--- config.mk ---
export PLATFORM = sky130hd
export DESIGN_NAME = byte_substring_first_match
export DESIGN_NICKNAME = d
export VERILOG_FILES = /design/src/hdl/bsfm_pkg.sv /design/src/hdl/bsfm_cell.sv /design/src/hdl/byte_substring_first_match.sv
export SDC_FILE = /design/constraint.sdc
export NUM_CORES = 1
export LEC_CHECK = 0
export BUFFER_PORTS_ARGS = -buffer_cell sky130_fd_sc_hd__clkbuf_2
export CORE_UTILIZATION = 60
export CTS_BUF_LIST = sky130_fd_sc_hd__clkbuf_4
export CTS_CLUSTER_DIAMETER = 120
export DETAILED_ROUTE_END_ITERATION = 8
export PLACE_DENSITY_LB_ADDON = 0.1
export REMOVE_ABC_BUFFERS = 1
export SKIP_LAST_GASP = 1
export SLEW_MARGIN = 0
export SYNTH_ARGS = -nofsm -noshare
export SYNTH_HDL_FRONTEND = slang
export SYNTH_SLANG_ARGS = --single-unit
--- constraint.sdc ---
create_clock -name aclk -period 25 [get_ports aclk]
set_input_delay 3.75 -clock aclk [delete_from_list [all_inputs] [get_ports aclk]]
set_output_delay 3.75 -clock aclk [all_outputs]
set_load 0.005 [all_outputs]
--- src/hdl/bsfm_pkg.sv ---
`default_nettype none
package bsfm_pkg;

    localparam int MAX_NEEDLE   = 16;
    localparam int MAX_HAYSTACK = 65536;

    localparam int BYTE_W    = 8;
    localparam int CNT_W     = $clog2(MAX_NEEDLE + 1);
    localparam int HAY_POS_W = $clog2(MAX_HAYSTACK + 2);
    localparam int CMP_W     = (HAY_POS_W > CNT_W) ? HAY_POS_W : CNT_W;
    localparam int IDX_W     = 17;
    localparam int STATUS_W  = 2;

    localparam int S_TDATA_W = 16;
    localparam int M_TDATA_W = 24;

    localparam logic REQ_NEEDLE = 1'b0;
    localparam logic REQ_HAY    = 1'b1;

    localparam logic [STATUS_W-1:0] STATUS_OK         = 2'd0;
    localparam logic [STATUS_W-1:0] STATUS_NEEDLE_LONG = 2'd1;
    localparam logic [STATUS_W-1:0] STATUS_HAY_LONG    = 2'd2;

    typedef logic [BYTE_W-1:0] byte_t;

    typedef struct packed {
        logic needle_shift;
        logic needle_clear;
        logic window_shift;
    } cell_ctrl_t;

    function automatic logic [IDX_W-1:0] to_index(input logic [HAY_POS_W-1:0] v);
        logic [HAY_POS_W+IDX_W-1:0] wide;
        wide = {{IDX_W{1'b0}}, v};
        return wide[IDX_W-1:0];
    endfunction

endpackage
`default_nettype wire

--- src/hdl/bsfm_cell.sv ---
`default_nettype none
module bsfm_cell (
    input  wire logic                aclk,
    input  wire logic                aresetn,
    input  wire bsfm_pkg::cell_ctrl_t ctrl,
    input  wire bsfm_pkg::byte_t     needle_in,
    input  wire logic                occ_in,
    input  wire bsfm_pkg::byte_t     window_in,
    output bsfm_pkg::byte_t          needle_out,
    output logic                     occ_out,
    output bsfm_pkg::byte_t          window_out,
    output logic                     hit
);
    import bsfm_pkg::*;

    byte_t needle_reg;
    byte_t window_reg;
    logic  occ_reg;
    logic  occ_next;

    always_comb begin
        occ_next = occ_reg;
        if (ctrl.needle_shift) begin
            occ_next = occ_in;
        end else if (ctrl.needle_clear) begin
            occ_next = 1'b0;
        end
    end

    always_ff @(posedge aclk) begin
        if (!aresetn) begin
            occ_reg <= 1'b0;
        end else begin
            occ_reg <= occ_next;
        end
    end

    always_ff @(posedge aclk) begin
        if (ctrl.needle_shift) begin
            needle_reg <= needle_in;
        end
        if (ctrl.window_shift) begin
            window_reg <= window_in;
        end
    end

    // compare against the byte that enters on this shift
    assign hit        = !occ_reg || (needle_reg == window_in);
    assign needle_out = needle_reg;
    assign occ_out    = occ_reg;
    assign window_out = window_reg;

endmodule
`default_nettype wire

--- src/hdl/byte_substring_first_match.sv ---
// Latency: a result is registered on m_tdata in the cycle after the haystack's last transaction.
// Throughput: one transaction per cycle while s_tready is high, needle or haystack; the window compare
// across the row of byte cells completes in the cycle of each haystack byte.
// The output register frees s_tready whenever the held result is taken.
// Reset (aresetn low, synchronous) clears the needle length, haystack position,
// match state and output valid.
`default_nettype none
module byte_substring_first_match (
    input  wire logic                           aclk,
    input  wire logic                           aresetn,
    input  wire logic                           s_tvalid,
    output logic                                s_tready,
    // [7:0] data_byte, [8] has_byte, [15:9] zero
    input  wire logic [bsfm_pkg::S_TDATA_W-1:0] s_tdata,
    // [0] req_type
    input  wire logic                           s_tuser,
    input  wire logic                           s_tlast,
    output logic                                m_tvalid,
    input  wire logic                           m_tready,
    // [0] found, [17:1] match_index, [19:18] status, [23:20] zero
    output logic [bsfm_pkg::M_TDATA_W-1:0]      m_tdata
);
    import bsfm_pkg::*;

    localparam logic [HAY_POS_W-1:0] HAY_LIMIT = HAY_POS_W'(MAX_HAYSTACK);
    localparam logic [CNT_W-1:0]     CNT_LIMIT = CNT_W'(MAX_NEEDLE);

    logic  s_fire;
    logic  req_type;
    byte_t data_byte;
    logic  has_byte;

    logic [CNT_W-1:0]     count_reg, count_next, count_base;
    logic                 ovf_reg, ovf_next, ovf_base;
    logic                 open_reg, open_next;
    logic [HAY_POS_W-1:0] pos_reg, pos_next, pos_step;
    logic                 seen_reg, seen_next, seen_step;
    logic [HAY_POS_W-1:0] offset_reg, offset_next, offset_step;
    logic [CMP_W-1:0]     offset_wide;

    logic                 m_valid_reg, m_valid_next;
    logic                 found_reg, found_next;
    logic [IDX_W-1:0]     index_reg, index_next;
    logic [STATUS_W-1:0]  status_reg, status_next;
    logic                 result_load;

    cell_ctrl_t           ctrl;
    byte_t                needle_chain [MAX_NEEDLE];
    byte_t                window_chain [MAX_NEEDLE];
    logic [MAX_NEEDLE-1:0] occ_chain;
    logic [MAX_NEEDLE-1:0] hit_vec;

    assign s_tready  = !m_valid_reg || m_tready;
    assign s_fire    = s_tvalid && s_tready;
    assign req_type  = s_tuser;
    assign data_byte = s_tdata[BYTE_W-1:0];
    assign has_byte  = s_tdata[BYTE_W];

    genvar j;
    generate
        for (j = 0; j < MAX_NEEDLE; j++) begin : g_cell
            byte_t needle_src;
            byte_t window_src;
            logic  occ_src;
            if (j == 0) begin : g_head
                assign needle_src = data_byte;
                assign window_src = data_byte;
                assign occ_src    = 1'b1;
            end else begin : g_body
                assign needle_src = needle_chain[j-1];
                assign window_src = window_chain[j-1];
                assign occ_src    = occ_chain[j-1] && !ctrl.needle_clear;
            end
            bsfm_cell u_cell (
                .aclk       (aclk),
                .aresetn    (aresetn),
                .ctrl       (ctrl),
                .needle_in  (needle_src),
                .occ_in     (occ_src),
                .window_in  (window_src),
                .needle_out (needle_chain[j]),
                .occ_out    (occ_chain[j]),
                .window_out (window_chain[j]),
                .hit        (hit_vec[j])
            );
        end
    endgenerate

    always_comb begin
        count_base  = open_reg ? count_reg : '0;
        ovf_base    = open_reg ? ovf_reg : 1'b0;
        pos_step    = (pos_reg <= HAY_LIMIT) ? pos_reg + 1'b1 : pos_reg;
        offset_wide = CMP_W'(pos_step) - CMP_W'(count_reg);
        offset_step = offset_wide[HAY_POS_W-1:0];
        seen_step   = !seen_reg && (pos_step <= HAY_LIMIT) && (count_reg != '0)
                      && (CMP_W'(pos_step) >= CMP_W'(count_reg)) && (&hit_vec);
    end

    always_comb begin
        ctrl         = '0;
        count_next   = count_reg;
        ovf_next     = ovf_reg;
        open_next    = open_reg;
        pos_next     = pos_reg;
        seen_next    = seen_reg;
        offset_next  = offset_reg;
        result_load  = 1'b0;
        found_next   = 1'b0;
        index_next   = '0;
        status_next  = STATUS_OK;
        if (s_fire) begin
            if (req_type == REQ_NEEDLE) begin
                ctrl.needle_clear = !open_reg;
                count_next  = count_base;
                ovf_next    = ovf_base;
                pos_next    = '0;
                seen_next   = 1'b0;
                offset_next = '0;
                if (has_byte) begin
                    if (count_base < CNT_LIMIT) begin
                        ctrl.needle_shift = 1'b1;
                        count_next = count_base + 1'b1;
                    end else begin
                        ovf_next = 1'b1;
                    end
                end
                open_next = !s_tlast;
            end else begin
                open_next = 1'b0;
                if (has_byte) begin
                    ctrl.window_shift = 1'b1;
                    pos_next = pos_step;
                    if (seen_step) begin
                        seen_next   = 1'b1;
                        offset_next = offset_step;
                    end
                end
                if (s_tlast) begin
                    result_load = 1'b1;
                    if (ovf_reg) begin
                        status_next = STATUS_NEEDLE_LONG;
                        index_next  = to_index((pos_next > HAY_LIMIT) ? HAY_LIMIT : pos_next);
                    end else if (pos_next > HAY_LIMIT) begin
                        status_next = STATUS_HAY_LONG;
                        index_next  = to_index(HAY_LIMIT);
                    end else if (count_reg == '0) begin
                        found_next  = 1'b1;
                    end else if (seen_next) begin
                        found_next  = 1'b1;
                        index_next  = to_index(offset_next);
                    end else begin
                        index_next  = to_index(pos_next);
                    end
                    pos_next    = '0;
                    seen_next   = 1'b0;
                    offset_next = '0;
                end
            end
        end
    end

    always_comb begin
        m_valid_next = m_valid_reg;
        if (result_load) begin
            m_valid_next = 1'b1;
        end else if (m_tready) begin
            m_valid_next = 1'b0;
        end
    end

    always_ff @(posedge aclk) begin
        if (!aresetn) begin
            count_reg   <= '0;
            ovf_reg     <= 1'b0;
            open_reg    <= 1'b0;
            pos_reg     <= '0;
            seen_reg    <= 1'b0;
            offset_reg  <= '0;
            m_valid_reg <= 1'b0;
        end else begin
            count_reg   <= count_next;
            ovf_reg     <= ovf_next;
            open_reg    <= open_next;
            pos_reg     <= pos_next;
            seen_reg    <= seen_next;
            offset_reg  <= offset_next;
            m_valid_reg <= m_valid_next;
        end
    end

    always_ff @(posedge aclk) begin
        if (result_load) begin
            found_reg  <= found_next;
            index_reg  <= index_next;
            status_reg <= status_next;
        end
    end

    assign m_tvalid = m_valid_reg;
    assign m_tdata  = {(M_TDATA_W - 1 - IDX_W - STATUS_W)'(0), status_reg, index_reg, found_reg};

    a_count_bound: assert property (@(posedge aclk) disable iff (!aresetn)
        count_reg <= CNT_LIMIT)
        else $error("needle length beyond cell count");

    a_occ_count: assert property (@(posedge aclk) disable iff (!aresetn)
        $countones(occ_chain) == int'(count_reg))
        else $error("occupied cells disagree with needle length");

    a_found_ok: assert property (@(posedge aclk) disable iff (!aresetn)
        m_valid_reg && found_reg |-> status_reg == STATUS_OK)
        else $error("found reported with error status");

    a_offset_fits: assert property (@(posedge aclk) disable iff (!aresetn)
        seen_reg |-> (CMP_W + 1)'(offset_reg) + (CMP_W + 1)'(count_reg)
                     <= (CMP_W + 1)'(pos_reg))
        else $error("match offset beyond haystack position");

    a_result_on_last: assert property (@(posedge aclk) disable iff (!aresetn)
        s_fire && req_type == REQ_HAY && s_tlast |=> m_valid_reg)
        else $error("haystack end gave no result");

endmodule
`default_nettype wire

# Word level (Yosys, flattened, before mapping)
# Cells that the tools add are included.
dict set report word_totals {
  register_bits 327
  latchBits 0
  ram_bits 0
  romBits 0
  input_bits 22
  output_inout_bits 26
  word_cells 212
  n_memories 0
}
dict set report classes {
  n_addsub 3
  n_mul 0
  n_div 0
  n_lt_le_gt_ge 5
  eq_ne 16
  shift 0
  n_mux 60
  bitwise 3
  n_reduce_logical 67
}
# op count
set ops {}
lappend ops {{$mux W17} 15}
lappend ops {{$eq A8 B8 Y1} 16}
lappend ops {{$mux W1} 39}
lappend ops {{$le A17 B17 Y1 const B} 2}
lappend ops {{$logic_not A1 Y1} 21}
lappend ops {{$logic_and A1 B1 Y1} 20}
lappend ops {{$add A17 B1 Y17 const B} 1}
lappend ops {{$ge A17 B5 Y1} 1}
lappend ops {{$gt A17 B17 Y1 const B} 1}
lappend ops {{$logic_or A1 B1 Y1} 17}
lappend ops {{$sub A17 B5 Y17} 1}
lappend ops {{$reduce_and A16 Y1} 1}
lappend ops {{$mux W5} 3}
lappend ops {{$add A5 B1 Y5 const B} 1}
lappend ops {{$logic_not A5 Y1} 1}
lappend ops {{$lt A5 B5 Y1 const B} 1}
lappend ops {{$reduce_bool A5 Y1} 1}
lappend ops {{$reduce_or A5 Y1} 1}
lappend ops {{$mux W2} 2}
lappend ops {{$reduce_bool A2 Y1} 2}
lappend ops {{$reduce_or A4 Y1} 1}
lappend ops {{$mux W3} 1}
lappend ops {{$not A1 Y1} 3}
lappend ops {{$reduce_and A3 Y1} 1}
lappend ops {{$reduce_and A2 Y1} 1}

# Logic depth before layout (Yosys ltp)
# Gate-level depths: netlist (run 1).
dict set report logic_depth {
  depth_word 15
  ltp_mapped 20
  mapped_depth_nobuf 18
}

# Hierarchy
# From an unflattened synthesis (run 1), not the netlist that was laid out.
dict set report hier_totals {
  cells_unflattened 1102
  area_unflattened_um2 14551.5
}
# module instances cells_each area_each_um2 seq_area_each_um2
set by_module_without_submodules {}
lappend by_module_without_submodules {bsfm_cell 16 31 606.8 500.5}
lappend by_module_without_submodules {byte_substring_first_match 1 606 4842.1 1461.4}

# Worst setup path after synthesis (run 1)
# Ideal clock, no wire load.
dict set report synth_path {
  path_type {input port to flip-flop}
  start {in m_tready}
  end {reg g_cell[10].u_cell.occ_reg}
  setup_time_ns 0.128
  arrival_ns 12.017
  required_time_ns 24.872
  setup_slack_ns 12.856
  path_stages 9
  n_path_buf 1
  path_cell_list {nand2b_1 -> nand2_1 -> nor2_1 -> nand2_1 -> a21oi_1 -> nor2b_1 -> clkbuf_1 -> a22oi_1 -> nor2_1}
}
# item line_no
set synth_lines {}
lappend synth_lines {{start, declared} byte_substring_first_match.sv:19} ;# input wire logic m_tready,
lappend synth_lines {{end signal, assigned} bsfm_cell.sv:34} ;# occ_reg <= occ_next;
lappend synth_lines {{end, declared} bsfm_cell.sv:18} ;# logic occ_reg;

# Worst setup path in the final report (run 1)
dict set report layout_path {
  start {in m_tready}
  end {out s_tready}
}
dict set report layout_between {
  elab_chain_cells 1
}
# item line_no
set layout_rtl {}
lappend layout_rtl {{$logic_or A1 B1 Y1} byte_substring_first_match.sv:53} ;# assign s_tready = !m_valid_reg || m_tready;
lappend layout_rtl {{end, declared} byte_substring_first_match.sv:12} ;# output logic s_tready,
# Every way passes these cells.

==> out/results.tsv, run 1 <==
stage	metric	value	unit
grt	grt_pass1_wl	43.43	mm
sta	worst_slew_pin_slew	1.181	ns
yosys	synth-async-reset-ratio	0	%
setup_path	critPathMaxStageDelay	0.17	ns
grt	grt_overflow	0	
die	dieHeight	154.3	um
sta	clock_skew	0.05683	ns
die	die_w	154.3	um
setup_path	arrival	4.12	ns
routing	drtIter0Drc	664	
final_layout	layout.cells.non_filler	1456	
final_layout	seq_area	9229	um2
routing	first_pass_iters	5	
sta	max_slew_margin	21.13	%
die	boundaryPins	48	
final_layout	drive_gt1_share	16.84	%
clocking	cts.sinks	327	
grt	grt_pass1_vias	8251	
final_layout	final_cell_mix	edfxtp_1 (268), xnor2_1 (165), clkbuf_4 (125)	
setup_path	critPathBufInv	2	
final_layout	final_common_cell	edfxtp_1	
yosys	avgSynthCellArea	13.45	um2
setup_path	end_kind	output port	
setup_path	crit_top_cell	clkbuf_2	
grt	globalRouteTotalUtil	24.02	%
yosys	synth_ff_type	edfxtp_1	
setup_path	reg2reg_from	pos_reg[0]$_SDFFE_PN0P_	
yosys	ys_top_cells_by_area	edfxtp_1 (58%), xnor2_1 (10%), dfxtp_1 (8.5%), nand4_1 (2.2%), nor2_1 (1.7%)	
yosys	yosys_warnings	0	
final_layout	nFillCells	1681	
sta	clock.fmax	127.0	MHz
clocking	root_buffer	clkbuf_4	
setup_path	r2r_cells	17	
placed_design	dp_hpwl	18.20	mm
clocking	post-cts-setup-buffers	0	
sta	finalMaxSlewViolations	0	
routing	vias	8583	
yosys	ys_seq_area_share	66.28	%
setup_path	required	21.25	ns
yosys	ys_seq_elements	327	
worst_hold_path	min_path_type	flip-flop to flip-flop	
clocking	cts_tree	done	
sta	period_minus_slack	7.875	ns
sta	post-route-period-util	31.50	%
job	cap_violations	0	
setup_path	path_cells	clkbuf_2 -> nand2b_1 -> clkbuf_2	
grt	antenna_found_initial	1	
setup_path	reg2reg_to	offset_reg[16]$_SDFFE_PN0P_	
die	dieArea	23820	um2
clocking	holdBufCountCts	0	
die	core	22710	um2
power	irDropWorstVdd	0.00005224	V
placed_design	gp_congestion	0.9040	
final_layout	largest_register_ffs	128	
clocking	clk_pin_slew	0.07	ns
final_layout	multi_input_area	4407	um2
sta	whs	0.4321	ns
setup_path	cp_max_fo	4	
grt	grt_max_degree	84	
routing	drc	0	
setup_path	crit_type	input port to output port	
clocking	clock_path_buffers	3	
final_layout	postLayoutCellArea	15320	um2
yosys	synth_edf_count	268	
routing	wire_per_inst	18.83	um
placed_design	io_buffers	36	
worst_hold_path	hold_depth	0	
yosys	syn_inst	1035	
die	rows	55	
routing	via_per_inst	5.895	
placed_design	dp_cells	1313	
routing	totalWireLength	27.42	mm
sta	hold_violations	0	
routing	ant_nets	0	
placed_design	post_dp_cell_area	14290	um2
yosys	syn_area	13920	um2
clocking	cts_resized	0	
power	p_per_area	70.56	nW/um2
yosys	yosys.cell_types.count	73	
final_layout	area_growth	10.01	%
worst_hold_path	min_to	g_cell[7].u_cell.window_out[3]$_DFFE_PP_	
clocking	cts_max_level	3	
yosys	synth_top_cell_by_area	edfxtp_1	
die	start_util	61.31	%
sta	setup_viol	0	
power	p_leak	4.935	nW
worst_hold_path	min_from	g_cell[6].u_cell.window_out[3]$_DFFE_PP_	
clocking	cts_buffers	82	
sta	rsz0062_at_grt	no	
clocking	clk_latency	0.71	ns
sta	tns	0	ns
yosys	synth.top_cell.area_share	57.80	%
final_layout	fin_nets	1143	
setup_path	critPathLaunchType	input port	
setup_path	r2r_slack	19.63	ns
setup_path	cp_slowest_cell	nand2b_1	
setup_path	crit_family	buffers and inverters	
run_status	status	completed	
==> worst register-to-register path, delay by kind of cell, from the launching register on <==
family | cells | cell delay [ns]
simple gates | 6 | 1.69
buf+inv | 1 | 0.18
xor+xnor | 1 | 0.18
flops | 1 | 0.58
fa+ha+maj | 2 | 0.59
compound gates | 7 | 2.15
==> cell families (layout without fill, tap and decap cells) <==
| group | count (synthesis) | in the layout | synth area share, % |
|---|---|---|---|
| AOI/OAI and AO/OA | 170 | 170 | 8.627 |
| DFF | 327 | 327 | 66.28 |
| muxes | 6 | 6 | 0.4403 |
| adders and majority gates | 9 | 9 | 0.8627 |
| xor gates and xnor gates | 176 | 176 | 11.07 |
| and+or+nand+nor | 277 | 277 | 10.41 |
| buffers and inverters | 69 | 201 | 2.282 |
| other | 1 | 5 | 0.02693 |
==> stage by stage <==
| step | total power, W | utilization (%) | setup WS, ns |
|---|---|---|---|
| global placement | 0.0006582 | 62.90 | 17.14 |
| global route | 0.001128 | 67.45 | 17.10 |
| CTS | 0.001095 | 67.44 | 17.13 |
| detailed placement | 0.0006598 | 62.90 | 17.13 |
| floorplan | 0.0006461 | - | 11.95 |
| finish | 0.001081 | 67.45 | 17.13 |
==> synthesized netlist by cell type (11+ instances only) <==
cell / number
edfxtp_1: 268
xnor2_1: 165
nor2_1: 64
dfxtp_1: 59
nand4_1: 48
nand2_1: 44
o21ai_0: 43
nand3_1: 39
a21oi_1: 28
clkbuf_1: 26
a22oi_1: 17
nor3_1: 16
o221ai_1: 16
inv_1: 15
o2bb2ai_1: 15
nor2b_1: 13
nor4_1: 12
buf_2: 11
xor2_1: 11
==> layout make-up <==
class	instances	area share (%)
flip-flops and latches	327	60.25
clock inverters	17	0.5963
well taps	285	2.328
repair buffers	43	1.519
clock buffers	125	6.126
diodes	1	0.01634
inverters	16	0.3921
multi-input cells	642	28.77
==> layer usage <==
layer	routed length [um]	GRT usage (%)	vias up
li1	-	-	4088
met2	12190	34.89	343
met5	0	0	-
met1	12510	35.97	4118
met3	2335	5.520	34
met4	386	7.826	0
==> report_power, final <==
group	internal (W)	switching [W]
registers	0.000600	0.00000684
clock network	0.000229	0.000204
logic	0.0000140	0.0000274
==> how the worst max path moves through the flow <==
| stage | depth (start not counted) | endpoint | startpoint |
|---|---|---|---|
| final | 3 | s_tready | m_tready |
| after global routing | 3 | s_tready | m_tready |
| after CTS | 3 | s_tready | m_tready |
| after detailed placement | 3 | s_tready | m_tready |
| after global placement | 3 | s_tready | m_tready |
| after floorplan | 8 | g_cell[10].u_cell.occ_out$_SDFFE_PN0P_ | m_tready |
No activity file was read; power rests on OpenSTA's default activity.
==> run 2: changes to the inputs <==
==> constraint.sdc (replaced) <==
create_clock -name aclk -period 8.2 [get_ports aclk]
set_input_delay 1.23 -clock aclk [delete_from_list [all_inputs] [get_ports aclk]]
set_output_delay 1.23 -clock aclk [all_outputs]
set_load 0.005 [all_outputs]
==> run 2 against run 1 <==
Non-clock buffer count unchanged. Worst hold slack improved by 0.022 ns. Die area unchanged. Sequential share of layout area decreased by 0.064 points. First-iteration DRC count increased by 22%. Cell area increased by 0.11%. Count of clock-buffer cells in the layout decreased by 3. Power increased to 3.1 times the previous value. Clock power increased to 3.1 times the previous value. Via count decreased by 0.47%.
==> out/results.tsv, run 2 (synthesis gave the netlist of run 1 again) <==
stage	metric	value	unit	change
sta	max_slew_margin	19.97	%	-1.2 points
grt	grt_pass1_wl	43.17	mm	-0.59%
sta	hold_violations	0		unchanged
final_layout	final_common_cell	edfxtp_1		
placed_design	post_dp_cell_area	14300	um2	about the same
die	boundaryPins	48		unchanged
routing	drc	0		unchanged
power	p_per_area	216.1	nW/um2	+210%
clocking	cts_max_level	3		unchanged
die	dieHeight	154.3	um	unchanged
clocking	cts.sinks	327		unchanged
clocking	cts_tree	done		
clocking	clk_latency	0.70	ns	about the same
final_layout	area_growth	10.13	%	
routing	via_per_inst	5.876		-0.33%
routing	totalWireLength	27.20	mm	-0.81%
job	cap_violations	0		unchanged
grt	grt_overflow	0		unchanged
grt	grt_max_degree	108		+29%
setup_path	critPathMaxStageDelay	0.62	ns	+0.45 ns
die	dieArea	23820	um2	unchanged
sta	clock_skew	0.03983	ns	-0.01700 ns
placed_design	dp_cells	1313		unchanged
routing	vias	8543		-0.47%
final_layout	final_cell_mix	edfxtp_1 (268), xnor2_1 (165), clkbuf_4 (122)		
placed_design	dp_hpwl	18.09	mm	-0.62%
die	rows	55		unchanged
power	irDropWorstVdd	0.0001533	V	+190%
final_layout	largest_register_ffs	128		unchanged
setup_path	reg2reg_from	pos_reg[0]$_SDFFE_PN0P_		
grt	grt_pass1_vias	8424		+2.1%
clocking	root_buffer	clkbuf_4		
power	p_leak	4.939	nW	about the same
die	die_w	154.3	um	unchanged
sta	rsz0062_at_grt	no		
clocking	post-cts-setup-buffers	0		unchanged
placed_design	io_buffers	36		unchanged
final_layout	postLayoutCellArea	15330	um2	+0.11%
routing	drtIter0Drc	809		+22%
routing	ant_nets	0		unchanged
setup_path	required	8.70	ns	-12.55 ns
setup_path	path_cells	inv_1 -> ha_1 -> nor4b_2 -> and4_1 -> nor2_1 -> nor2_1 -> xor2_1 -> ha_1 -> a21o_1 -> a21oi_1 -> o21ai_0 -> nor2_1 -> nand2b_1 -> o31ai_2 -> a2111o_1 -> o211ai_2 -> o221ai_1		
setup_path	critPathLaunchType	flip-flop		
routing	wire_per_inst	18.70	um	-0.68%
clocking	clk_pin_slew	0.07	ns	about the same
setup_path	arrival	5.80	ns	+1.68 ns
sta	whs	0.4540	ns	+0.02193 ns
setup_path	end_kind	flip-flop		
sta	setup_viol	0		unchanged
setup_path	crit_top_cell	nor2_1		
setup_path	cp-startpoint	pos_reg[0]$_SDFFE_PN0P_		
grt	antenna_found_initial	1		unchanged
clocking	cts_buffers	83		+1.2%
clocking	clock_path_buffers	3		unchanged
sta	clock.fmax	188.6	MHz	
setup_path	cp_max_fo	16		+12
setup_path	cp_slowest_cell	nor2_1		
run_status	status	completed		
worst_hold_path	min_from	g_cell[14].u_cell.needle_out[7]$_DFFE_PP_		
sta	worst_slew_pin_slew	1.198	ns	+0.01740 ns
final_layout	drive_gt1_share	16.61	%	-0.23 points
die	start_util	61.31	%	unchanged
grt	globalRouteTotalUtil	23.86	%	-0.16 points
final_layout	fin_nets	1144		+0.087%
sta	finalMaxSlewViolations	0		unchanged
die	core	22710	um2	unchanged
placed_design	gp_congestion	0.9397		+3.9%
setup_path	crit_type	flip-flop to flip-flop		
sta	period_minus_slack	5.302	ns	
final_layout	layout.cells.non_filler	1454		-0.14%
sta	post-route-period-util	64.66	%	
routing	first_pass_iters	5		unchanged
worst_hold_path	min_path_type	flip-flop to flip-flop		
clocking	holdBufCountCts	0		unchanged
clocking	cts_resized	0		unchanged
-- run 2: cell types whose count changed in the layout (fill, tap and decap cells not counted) --
cell	delta
bufinv_16	+1
buf_4	-1
clkbuf_4	-3
clkinvlp_4	-1
buf_12	+1
clkinv_1	+1
-- run 2: metrics by stage --
stage | utilization, % | worst slack, ns | total power [W] | setup TNS (ns)
after detailed placement | 62.96 | 2.998 | 0.002012 | 0
after global routing | 67.52 | 2.674 | 0.003457 | 0
after floorplan | - | -2.332 | 0.001970 | -132.92
final | 67.52 | 2.898 | 0.003313 | 0
after CTS | 67.51 | 3.052 | 0.003355 | 0
after global placement | 62.96 | 3.023 | 0.002007 | 0
-- run 2: path summary, 6_finish.rpt --
kind	end	slack (ns)	cells after the start
setup reg to reg	index_reg[1]$_SDFFCE_PN0P_	2.90	17
setup / recovery	index_reg[1]$_SDFFCE_PN0P_	2.90	17
hold reg to reg	g_cell[15].u_cell.needle_out[7]$_DFFE_PP_	0.45	0
hold / removal	g_cell[15].u_cell.needle_out[7]$_DFFE_PP_	0.45	0
-- run 2: layer usage --
metal	vias up	GRT usage (%)	wire [um]
met1	4075	32.52	11620
li1	4082	-	-
met3	42	8.322	2841
met4	0	8.204	439
met2	344	35.84	12300
met5	-	0	0
-- run 2: critical path, delay by kind of cell, from the launching register on --
| family | cells | cell delay (ns) |
|---|---|---|
| xor+xnor | 1 | 0.18 |
| simple gates | 6 | 1.66 |
| fa+ha+maj | 2 | 0.60 |
| buf+inv | 1 | 0.15 |
| flops | 1 | 0.58 |
| compound gates | 7 | 1.98 |
-- run 2: layout make-up --
cell class | count | area, um2
flip-flops and latches | 327 | 9229
fillers | 1691 | 7376
multi-input cells | 642 | 4407
clock buffers | 122 | 915.9
well taps | 285 | 356.6
repair buffers | 43 | 245.2
clock inverters | 18 | 117.6
inverters | 16 | 60.06
diodes | 1 | 2.502
-- run 2: power by group --
| group | switching, W | leakage [nW] | internal, W |
|---|---|---|---|
| registers | 0.0000211 | 2.94 | 0.00183 |
| clock network | 0.000624 | 0.621 | 0.000713 |
| logic | 0.0000840 | 1.38 | 0.0000434 |
